File: config.mk
export PLATFORM = sky130hd
export DESIGN_NAME = descriptor_free_list
export DESIGN_NICKNAME = d
export VERILOG_FILES = /design/src/rtl/dfl_pkg.sv /design/src/rtl/descriptor_free_list.sv /design/src/rtl/dfl_front.sv /design/src/rtl/dfl_back.sv
export VERILOG_INCLUDE_DIRS = /design/src /design/src/rtl
export SDC_FILE = /design/constraint.sdc
export NUM_CORES = 2
export LEC_CHECK = 0
export ABC_AREA = 1
export ABC_CLOCK_PERIOD_IN_PS = 29600
export BUFFER_PORTS_ARGS = -buffer_cell sky130_fd_sc_hd__buf_2
export CORE_MARGIN = 10
export CORE_UTILIZATION = 25
export CTS_CLUSTER_DIAMETER = 200
export DETAILED_ROUTE_END_ITERATION = 10
export HOLD_SLACK_MARGIN = 0.08
export PLACE_DENSITY = 0.38
export SYNTH_ARGS = -nofsm -noshare
export SYNTH_HDL_FRONTEND = slang
export SYNTH_SLANG_ARGS = --single-unit
File: constraint.sdc
create_clock -name clock -period 29.6 [get_ports clock]
set_input_delay 4.44 -clock clock [delete_from_list [all_inputs] [get_ports clock]]
set_output_delay 4.44 -clock clock [all_outputs]
set_load 0.02 [all_outputs]
File: src/rtl/descriptor_free_list_defines.svh
// assertion macros used by the back end (dfl_back) of the descriptor free list rtl
`ifndef DESCRIPTOR_FREE_LIST_DEFINES_SVH
`define DESCRIPTOR_FREE_LIST_DEFINES_SVH

// condition must hold in the same cycle as the trigger
`define DFL_ASSERT_IMPLIES(label, clk, rst, ante, cons, msg) \
   label: assert property (@(posedge clk) disable iff (rst) (ante) |-> (cons)) else $error(msg);

// condition must hold in the cycle after the trigger
`define DFL_ASSERT_NEXT(label, clk, rst, ante, cons, msg) \
   label: assert property (@(posedge clk) disable iff (rst) (ante) |=> (cons)) else $error(msg);

`endif

File: src/rtl/dfl_pkg.sv
// types and codes shared by the descriptor free list modules
package dfl_pkg;

   localparam int FUNC_W   = 2;
   localparam int INDEX_W  = 8;
   localparam int COUNT_W  = 9;
   localparam int STATUS_W = 2;

   localparam logic [FUNC_W-1:0] FUNC_ALLOC      = 2'd0;
   localparam logic [FUNC_W-1:0] FUNC_FREE       = 2'd1;
   localparam logic [FUNC_W-1:0] FUNC_FREE_CHAIN = 2'd2;
   localparam logic [FUNC_W-1:0] FUNC_LINK       = 2'd3;

   localparam logic [STATUS_W-1:0] STATUS_OK       = 2'd0;
   localparam logic [STATUS_W-1:0] STATUS_EMPTY    = 2'd1;
   localparam logic [STATUS_W-1:0] STATUS_OVERLONG = 2'd2;

   typedef enum logic [2:0] {
      OP_NOP,
      OP_ALLOC,
      OP_FREE,
      OP_FREE_CHAIN,
      OP_LINK
   } dfl_op_type;

   typedef struct packed {
      dfl_op_type         op;
      logic [INDEX_W-1:0] entry_index;
      logic [INDEX_W-1:0] link_target;
      logic               link_chained;
   } dfl_cmd_type;

   typedef enum logic [2:0] {
      BK_CLEAR,
      BK_IDLE,
      BK_ALLOC,
      BK_MEASURE,
      BK_PUSH
   } dfl_back_state_type;

endpackage

File: src/rtl/descriptor_free_list.sv
// descriptor free list: allocate, free, link and free-chain over a descriptor table
// The block keeps NUM_ENTRIES descriptors on a singly linked free list, each entry
// holding a next index and a chained flag in on-chip memory. Requests enter a
// two-entry command queue in the front, which turns indexes outside the table into
// no-ops; the back executes one command at a time against the table memories and
// parks each result in an output register, so the request side keeps filling the
// queue while a result waits. Every request yields exactly one result. The back has a
// single read port with registered read data: free, link and ignored requests are
// done in the idle state, allocate reads the list head before taking it (an empty
// list is answered without a read), and free-chain makes one pass measuring the
// chain and one pass pushing it; a chain that has not ended after NUM_ENTRIES
// entries reports an overlong error with the table untouched. The front queue
// registers each command before the back sees it. After reset the back runs a
// clearing pass over all NUM_ENTRIES entries that builds the initial list, and
// req_stall stays high until it finishes.
module descriptor_free_list import dfl_pkg::*; #(
   parameter int NUM_ENTRIES = 256
) (
   input  logic                clock,
   input  logic                reset,
   // request channel
   input  logic                req_valid,
   output logic                req_stall,
   input  logic [FUNC_W-1:0]   req_func,
   input  logic [INDEX_W-1:0]  req_entry_index,
   input  logic [INDEX_W-1:0]  req_link_target,
   input  logic                req_link_chained,
   // result channel
   output logic                rsp_valid,
   input  logic                rsp_stall,
   output logic [STATUS_W-1:0] rsp_status,
   output logic [INDEX_W-1:0]  rsp_granted_index,
   output logic [COUNT_W-1:0]  rsp_freed_count
);

   // front to back command transfer
   logic        cmd_valid;
   logic        cmd_pop;
   dfl_cmd_type cmd;
   // back is building the initial list
   logic        back_clearing;

   // decode and queue, one transfer per cycle when not full and the back is not clearing
   dfl_front #(
      .NUM_ENTRIES (NUM_ENTRIES)
   ) u_front (
      .clock            (clock),
      .reset            (reset),
      .req_valid        (req_valid),
      .req_stall        (req_stall),
      .req_func         (req_func),
      .req_entry_index  (req_entry_index),
      .req_link_target  (req_link_target),
      .req_link_chained (req_link_chained),
      .back_clearing    (back_clearing),
      .cmd_valid        (cmd_valid),
      .cmd              (cmd),
      .cmd_pop          (cmd_pop)
   );

   // table memories and list walker; pops a command only when the result slot is free
   dfl_back #(
      .NUM_ENTRIES (NUM_ENTRIES)
   ) u_back (
      .clock             (clock),
      .reset             (reset),
      .cmd_valid         (cmd_valid),
      .cmd               (cmd),
      .cmd_pop           (cmd_pop),
      .back_clearing     (back_clearing),
      .rsp_valid         (rsp_valid),
      .rsp_stall         (rsp_stall),
      .rsp_status        (rsp_status),
      .rsp_granted_index (rsp_granted_index),
      .rsp_freed_count   (rsp_freed_count)
   );

endmodule

File: src/rtl/dfl_front.sv
// request decode and command queue of the descriptor free list
module dfl_front import dfl_pkg::*; #(
   parameter int NUM_ENTRIES = 256
) (
   input  logic               clock,
   input  logic               reset,
   input  logic               req_valid,
   output logic               req_stall,
   input  logic [FUNC_W-1:0]  req_func,
   input  logic [INDEX_W-1:0] req_entry_index,
   input  logic [INDEX_W-1:0] req_link_target,
   input  logic               req_link_chained,
   input  logic               back_clearing,
   output logic               cmd_valid,
   output dfl_cmd_type        cmd,
   input  logic               cmd_pop
);

   localparam int QDEPTH = 2;
   localparam int QPTR_W = $clog2(QDEPTH);
   localparam int FILL_W = $clog2(QDEPTH + 1);

   dfl_cmd_type       q_ff [QDEPTH];
   logic [QPTR_W-1:0] wr_ptr_ff, wr_ptr_in;
   logic [QPTR_W-1:0] rd_ptr_ff, rd_ptr_in;
   logic [FILL_W-1:0] fill_ff, fill_in;
   dfl_cmd_type       cmd_new;
   logic              idx_ok;
   logic              push;

   // classify: out-of-table indexes become no-ops
   always_comb begin
      idx_ok = 32'(req_entry_index) < NUM_ENTRIES;
      cmd_new.entry_index  = req_entry_index;
      cmd_new.link_target  = req_link_target;
      cmd_new.link_chained = req_link_chained;
      case (req_func)
         FUNC_ALLOC:      cmd_new.op = OP_ALLOC;
         FUNC_FREE:       cmd_new.op = idx_ok ? OP_FREE : OP_NOP;
         FUNC_FREE_CHAIN: cmd_new.op = idx_ok ? OP_FREE_CHAIN : OP_NOP;
         FUNC_LINK:       cmd_new.op = idx_ok ? OP_LINK : OP_NOP;
         default:         cmd_new.op = OP_NOP;
      endcase
   end

   always_comb begin
      req_stall = (fill_ff == FILL_W'(QDEPTH)) || back_clearing;
      push      = req_valid && !req_stall;
      cmd_valid = fill_ff != '0;
      cmd       = q_ff[rd_ptr_ff];
      wr_ptr_in = push    ? wr_ptr_ff + 1'b1 : wr_ptr_ff;
      rd_ptr_in = cmd_pop ? rd_ptr_ff + 1'b1 : rd_ptr_ff;
      fill_in   = fill_ff + FILL_W'(push) - FILL_W'(cmd_pop);
   end

   always_ff @(posedge clock) begin
      if (reset) begin
         wr_ptr_ff <= '0;
         rd_ptr_ff <= '0;
         fill_ff   <= '0;
      end else begin
         wr_ptr_ff <= wr_ptr_in;
         rd_ptr_ff <= rd_ptr_in;
         fill_ff   <= fill_in;
      end
   end

   always_ff @(posedge clock) begin
      if (push) begin
         q_ff[wr_ptr_ff] <= cmd_new;
      end
   end

endmodule

File: src/rtl/dfl_back.sv
// table memories, list walker and result register of the descriptor free list
`include "descriptor_free_list_defines.svh"

module dfl_back import dfl_pkg::*; #(
   parameter int NUM_ENTRIES = 256
) (
   input  logic                clock,
   input  logic                reset,
   input  logic                cmd_valid,
   input  dfl_cmd_type         cmd,
   output logic                cmd_pop,
   output logic                back_clearing,
   output logic                rsp_valid,
   input  logic                rsp_stall,
   output logic [STATUS_W-1:0] rsp_status,
   output logic [INDEX_W-1:0]  rsp_granted_index,
   output logic [COUNT_W-1:0]  rsp_freed_count
);

   localparam int AW = $clog2(NUM_ENTRIES);
   localparam int LW = AW + 1;
   localparam logic [LW-1:0] LIMIT = LW'(NUM_ENTRIES);

   logic [LW-1:0] link_mem [NUM_ENTRIES];
   logic          mark_mem [NUM_ENTRIES];

   dfl_back_state_type  state_ff, state_in;
   logic [LW-1:0]       free_head_ff, free_head_in;
   logic [AW-1:0]       clr_ff, clr_in;
   logic [AW-1:0]       cur_ff, cur_in;
   logic [AW-1:0]       start_ff, start_in;
   logic [LW-1:0]       count_ff, count_in;
   logic [LW-1:0]       len_ff, len_in;
   logic                rsp_valid_ff, rsp_valid_in;
   logic [STATUS_W-1:0] rsp_status_ff, rsp_status_in;
   logic [INDEX_W-1:0]  rsp_granted_ff, rsp_granted_in;
   logic [COUNT_W-1:0]  rsp_freed_ff, rsp_freed_in;

   logic [LW-1:0] rd_link_ff;
   logic          rd_mark_ff;
   logic [AW-1:0] rd_addr;
   logic [AW-1:0] wr_addr;
   logic          link_we, mark_we;
   logic [LW-1:0] link_wdata;
   logic          mark_wdata;
   logic [AW-1:0] cmd_idx;
   logic [LW-1:0] target_sat;
   logic [AW-1:0] nxt;
   logic          slot_free;

   always_comb begin
      cmd_idx    = AW'(cmd.entry_index);
      // targets past the table all mean end of list
      target_sat = (32'(cmd.link_target) >= NUM_ENTRIES) ? LIMIT : LW'(cmd.link_target);
      nxt        = (rd_link_ff >= LIMIT) ? '0 : rd_link_ff[AW-1:0];
      slot_free  = !rsp_valid_ff || !rsp_stall;

      state_in       = state_ff;
      free_head_in   = free_head_ff;
      clr_in         = clr_ff;
      cur_in         = cur_ff;
      start_in       = start_ff;
      count_in       = count_ff;
      len_in         = len_ff;
      rsp_valid_in   = rsp_valid_ff && rsp_stall;
      rsp_status_in  = rsp_status_ff;
      rsp_granted_in = rsp_granted_ff;
      rsp_freed_in   = rsp_freed_ff;
      rd_addr        = cur_ff;
      wr_addr        = cur_ff;
      link_we        = 1'b0;
      mark_we        = 1'b0;
      link_wdata     = free_head_ff;
      mark_wdata     = 1'b0;
      cmd_pop        = 1'b0;
      back_clearing  = 1'b0;

      case (state_ff)
         BK_CLEAR: begin
            back_clearing = 1'b1;
            wr_addr       = clr_ff;
            link_we       = 1'b1;
            mark_we       = 1'b1;
            link_wdata    = LW'(clr_ff) + LW'(1);
            clr_in        = clr_ff + 1'b1;
            if (clr_ff == AW'(NUM_ENTRIES - 1)) begin
               state_in = BK_IDLE;
            end
         end
         BK_IDLE: begin
            if (cmd_valid && slot_free) begin
               cmd_pop = 1'b1;
               case (cmd.op)
                  OP_ALLOC: begin
                     if (free_head_ff >= LIMIT) begin
                        rsp_valid_in   = 1'b1;
                        rsp_status_in  = STATUS_EMPTY;
                        rsp_granted_in = '0;
                        rsp_freed_in   = '0;
                     end else begin
                        rd_addr  = free_head_ff[AW-1:0];
                        cur_in   = free_head_ff[AW-1:0];
                        state_in = BK_ALLOC;
                     end
                  end
                  OP_FREE: begin
                     wr_addr        = cmd_idx;
                     link_we        = 1'b1;
                     link_wdata     = free_head_ff;
                     free_head_in   = LW'(cmd_idx);
                     rsp_valid_in   = 1'b1;
                     rsp_status_in  = STATUS_OK;
                     rsp_granted_in = '0;
                     rsp_freed_in   = COUNT_W'(1);
                  end
                  OP_LINK: begin
                     wr_addr        = cmd_idx;
                     link_we        = 1'b1;
                     mark_we        = 1'b1;
                     link_wdata     = target_sat;
                     mark_wdata     = cmd.link_chained;
                     rsp_valid_in   = 1'b1;
                     rsp_status_in  = STATUS_OK;
                     rsp_granted_in = '0;
                     rsp_freed_in   = '0;
                  end
                  OP_FREE_CHAIN: begin
                     rd_addr  = cmd_idx;
                     cur_in   = cmd_idx;
                     start_in = cmd_idx;
                     count_in = LW'(1);
                     state_in = BK_MEASURE;
                  end
                  default: begin
                     rsp_valid_in   = 1'b1;
                     rsp_status_in  = STATUS_OK;
                     rsp_granted_in = '0;
                     rsp_freed_in   = '0;
                  end
               endcase
            end
         end
         BK_ALLOC: begin
            free_head_in   = rd_link_ff;
            wr_addr        = cur_ff;
            mark_we        = 1'b1;
            mark_wdata     = 1'b0;
            rsp_valid_in   = 1'b1;
            rsp_status_in  = STATUS_OK;
            rsp_granted_in = INDEX_W'(cur_ff);
            rsp_freed_in   = '0;
            state_in       = BK_IDLE;
         end
         BK_MEASURE: begin
            if (!rd_mark_ff || rd_link_ff >= LIMIT) begin
               len_in   = count_ff;
               count_in = '0;
               rd_addr  = start_ff;
               cur_in   = start_ff;
               state_in = BK_PUSH;
            end else if (count_ff == LIMIT) begin
               rsp_valid_in   = 1'b1;
               rsp_status_in  = STATUS_OVERLONG;
               rsp_granted_in = '0;
               rsp_freed_in   = '0;
               state_in       = BK_IDLE;
            end else begin
               rd_addr  = rd_link_ff[AW-1:0];
               cur_in   = rd_link_ff[AW-1:0];
               count_in = count_ff + LW'(1);
            end
         end
         BK_PUSH: begin
            wr_addr      = cur_ff;
            link_we      = 1'b1;
            link_wdata   = free_head_ff;
            free_head_in = LW'(cur_ff);
            rd_addr      = nxt;
            cur_in       = nxt;
            count_in     = count_ff + LW'(1);
            if (count_ff + LW'(1) == len_ff) begin
               rsp_valid_in   = 1'b1;
               rsp_status_in  = STATUS_OK;
               rsp_granted_in = '0;
               rsp_freed_in   = COUNT_W'(len_ff);
               state_in       = BK_IDLE;
            end
         end
         default: begin
            state_in = BK_IDLE;
         end
      endcase
   end

   always_ff @(posedge clock) begin
      if (reset) begin
         state_ff     <= BK_CLEAR;
         free_head_ff <= '0;
         clr_ff       <= '0;
         rsp_valid_ff <= 1'b0;
      end else begin
         state_ff     <= state_in;
         free_head_ff <= free_head_in;
         clr_ff       <= clr_in;
         rsp_valid_ff <= rsp_valid_in;
      end
   end

   always_ff @(posedge clock) begin
      cur_ff         <= cur_in;
      start_ff       <= start_in;
      count_ff       <= count_in;
      len_ff         <= len_in;
      rsp_status_ff  <= rsp_status_in;
      rsp_granted_ff <= rsp_granted_in;
      rsp_freed_ff   <= rsp_freed_in;
   end

   always_ff @(posedge clock) begin
      if (link_we) begin
         link_mem[wr_addr] <= link_wdata;
      end
      if (mark_we) begin
         mark_mem[wr_addr] <= mark_wdata;
      end
      rd_link_ff <= link_mem[rd_addr];
      rd_mark_ff <= mark_mem[rd_addr];
   end

   assign rsp_valid         = rsp_valid_ff;
   assign rsp_status        = rsp_status_ff;
   assign rsp_granted_index = rsp_granted_ff;
   assign rsp_freed_count   = rsp_freed_ff;

   `DFL_ASSERT_IMPLIES(a_head_range, clock, reset, 1'b1, free_head_ff <= LIMIT,
                       "free head past end marker")
   `DFL_ASSERT_IMPLIES(a_walk_bound, clock, reset, state_ff == BK_MEASURE,
                       count_ff != '0 && count_ff <= LIMIT, "chain walk count out of range")
   `DFL_ASSERT_IMPLIES(a_push_bound, clock, reset, state_ff == BK_PUSH, count_ff < len_ff,
                       "push pass overran chain length")
   `DFL_ASSERT_NEXT(a_pop_progress, clock, reset, cmd_pop,
                    rsp_valid_ff || state_ff != BK_IDLE, "popped command produced no work")

endmodule
==> flow_metrics.env <==
export IMPL_status="finished, final reports clean"
export IMPL_register_area_sq_um=80310
export IMPL_fillCellCount=49790
export IMPL_swShare_pct=30.74
export IMPL_rsz0062_at_grt="false"
export IMPL_startpoint_type="input pin"
export IMPL_tightest_slew_ns=1.439
export IMPL_p_comb_share_pct=18.1
export IMPL_total_power_w=0.009911
export IMPL_initial_core_util_pct=25.14
export IMPL_ys_types=49
export IMPL_postCtsSetupBuffers=0
export IMPL_ant_nets=0
export IMPL_drc_errors=0
export IMPL_cts_sinks=2689
export IMPL_p_leak_nw=53.62
export IMPL_path_clk_slew_ns=0.06
export IMPL_cts_tree="built"
export IMPL_grt_max_degree=212
export IMPL_design_die_area_sq_um=510400
export IMPL_grt_pass1_wl_microns=603500
export IMPL_grt_pass1_vias=82050
export IMPL_drive_above_1_share_pct=6.466
export IMPL_overflow=0
export IMPL_intPower_w=0.006864
export IMPL_maxSlewHeadroom_pct=4.097
export IMPL_num_rows=254
export IMPL_wl_per_cell_microns=23.34
export IMPL_post_cts_resized=0
export IMPL_async_flop_share_pct=0
export IMPL_vias_per_cell=4.670
export IMPL_powerDensity_nw_per_um2=72.39
export IMPL_setup_viol=0
export IMPL_hold_path_class="flop to flop"
export IMPL_root_buffer="clkbuf_16"
export IMPL_syn_area_sq_um=120600
export IMPL_clock_latency_ns=0.98
export IMPL_dr_pass1_iters=6
export IMPL_setup_tns_ns=0
export IMPL_htree_levels=5
export IMPL_setup_ws_ns=17.93
export IMPL_hold_viol_final=0
export IMPL_hold_buffers=0
export IMPL_nets=11300
export IMPL_synth_seq_area_share_pct=66.61
export IMPL_fin_skew_ns=0.06900
export IMPL_min_period_ns=11.67
export IMPL_irDropWorstVdd_uv=50.72
export IMPL_worst_setup_path_end_kind="flop"
export IMPL_die_h_microns=714.4
export IMPL_cts_made_buffers=324
export IMPL_required_ns=30.51
export IMPL_ios=44
export IMPL_synthesis_nets=11570
export IMPL_vias=83710
export IMPL_synth_edff_count=2645
export IMPL_coreArea_sq_um=479600
export IMPL_multi_input_area_sq_um=29180
export IMPL_clkPwrFrac_pct=39.4
export IMPL_ys_ff_latch=2689
export IMPL_wl_microns=418400
export IMPL_finalCritPeriodShare_pct=39.42
export IMPL_antenna_found_initial=18
export IMPL_critPathArrivalTime_ns=12.58
export IMPL_post_route_util_pct=28.55
export IMPL_syn_avg_cell_area_sq_um=10.44
export IMPL_globalplace_congestion=0.7816
export IMPL_drt_iter0_markers=7271
export IMPL_final_max_slew_violation_count=0
export IMPL_synthCells=11540
export IMPL_hpwl_microns=234000
export IMPL_synth_warnings=0
export IMPL_cp_max_fo=99
export IMPL_numPortBuffers=43
export IMPL_pwr_share_seq_pct=42.5
export IMPL_clk_path_buf_depth=4
export IMPL_maxCapViolCount=0
export IMPL_grt_usage_pct=15.80
export IMPL_area_growth_pct=13.56
export IMPL_dp_slack_ns=17.03
export IMPL_die_x_microns=714.4
export IMPL_synth_main_ff_cell="edfxtp_1"
export IMPL_fmax_mhz=85.70
export IMPL_p_switching_w=0.003047
export IMPL_path_class="input pin to flop"
## synth_stat cells (44+ instances only)
cell      instances  area, sq um
clkbuf_1        267         1002
buf_1            94        352.8
o21ai_1         334         1672
edfxtp_1       2645        79430
o211ai_1        293         2200
nand3_1        1928         9649
nor2_1          596         2237
nand4_1         645         4035
buf_2           408         2042
nand2_1        1997         7496
inv_1          2006         7530
dfxtp_1          44        880.8
## cell usage in the layout (no fill, tap or decap), types with 7 or more instances in the layout
cell and instances:
clkbuf_16 330, ha_1 8, o21ai_0 43, nor2_4 33, clkbuf_1 85, nand2_1 1995
nor3_1 10, nor2_2 15, buf_12 19, o21ai_1 333, a21oi_1 36, clkinv_1 75
inv_1 2005, o211ai_1 293, edfxtp_1 2645, xor2_1 10, dfxtp_1 44, bufinv_16 24
nand2_2 10, nor2_1 590, buf_4 135, buf_2 43, o22ai_1 7, or2_2 7
nand4_1 645, clkinv_2 47, nand3_1 1927, inv_6 10, inv_2 21
## cells by family (layout without fill, tap and decap cells)
family | Yosys count | in the layout | share of synthesized area [%]
other | 0 | 5 | 0
flip-flops | 2689 | 2689 | 66.61
adder cells (fa/ha/maj) | 8 | 8 | 0.08303
multiplexers | 1 | 1 | 0.008303
buffers and inverters | 2834 | 2812 | 9.359
AND/OR/NAND/NOR | 5247 | 5247 | 19.99
AO/OA/AOI/OAI | 750 | 750 | 3.841
XOR/XNOR | 14 | 14 | 0.1017
## layout make-up
type	count	area share (%)
Sequential cell	2689	58.66
Clock inverter	166	1.133
Multi-Input combinational cell	6020	21.31
Tap cell	6400	5.849
Inverter	2032	5.581
Timing Repair Buffer	198	1.186
Clock buffer	416	6.275
Antenna cell	5	0.009139
## power by group through the flow
| stage | Sequential [W] | Clock [W] | Combinational, W |
|---|---|---|---|
| CTS | 0.00421 | 0.00400 | 0.00181 |
| global route | 0.00421 | 0.00415 | 0.00194 |
| detailed placement | 0.00429 | 0 | 0.00180 |
| floorplan | 0.00431 | 0 | 0.00109 |
| global placement | 0.00429 | 0 | 0.00181 |
| finish | 0.00421 | 0.00391 | 0.00179 |
## worst paths after layout
| path | cells after the start | start | slack (ns) | to |
|---|---|---|---|---|
| setup / recovery | 23 | rsp_stall | 17.93 | u_back.rd_link_ff[3] |
| hold / removal | 2 | u_back.clr_ff[4] | 0.47 | u_back.clr_ff[4] |
| hold reg to reg | 2 | u_back.clr_ff[4] | 0.47 | u_back.clr_ff[4] |
| setup reg to reg | 23 | flop | 20.82 | u_back.rd_link_ff[3] |
## sequential cells by signal (all words and copies together), names as in the netlist, 2 cells and up, named ones only
name                      cells
u_front.fill_ff               2
u_back.count_ff               9
u_back.link_mem            2304
u_back.mark_mem             256
u_back.rsp_freed_count        9
u_front.q_ff                 40
u_back.free_head_ff           9
u_back.start_ff               8
u_back.rsp_status             2
u_back.rd_link_ff             9
u_back.rsp_granted_index      8
u_back.len_ff                 9
u_back.clr_ff                 8
u_back.state_ff               3
u_back.cur_ff                 8
## critical path, stage by stage
cell	delay [ns]
buf_2	0.10
nand2_1	0.09
inv_1	0.07
nor2_1	0.20
nand3_1	0.17
nor2_2	0.35
nand2_4	0.49
nand3_4	0.75
buf_4	0.78
buf_4	0.85
buf_4	0.81
buf_4	0.91
buf_4	0.80
nand2_1	0.10
o21ai_1	0.11
nand2_1	0.08
nand3_1	0.13
nand3_1	0.10
nand3_1	0.24
nand3_1	0.22
nand3_1	0.15
nand3_1	0.16
nand2_1	0.11
## layer usage
metal / up-vias / part of all wire, % / GRT usage (%)
met5: - / 0 / 0
met4: 0 / 3.3 / 5.051
met3: 604 / 4.9 / 1.923
met2: 2251 / 47 / 26.01
met1: 42050 / 45 / 21.63
li1: 38810 / - / -
## per-stage QoR
stage	hold slack (ns)	cell area, sq um	std cells
after floorplan	0.4435	120600	11540
after global placement	0.4565	126700	17340
after detailed placement	0.4568	126800	17340
after CTS	0.4659	136900	17920
after global routing	0.5008	136900	17920
final	0.4662	136900	17930
No activity file was read; power rests on OpenSTA's default activity.
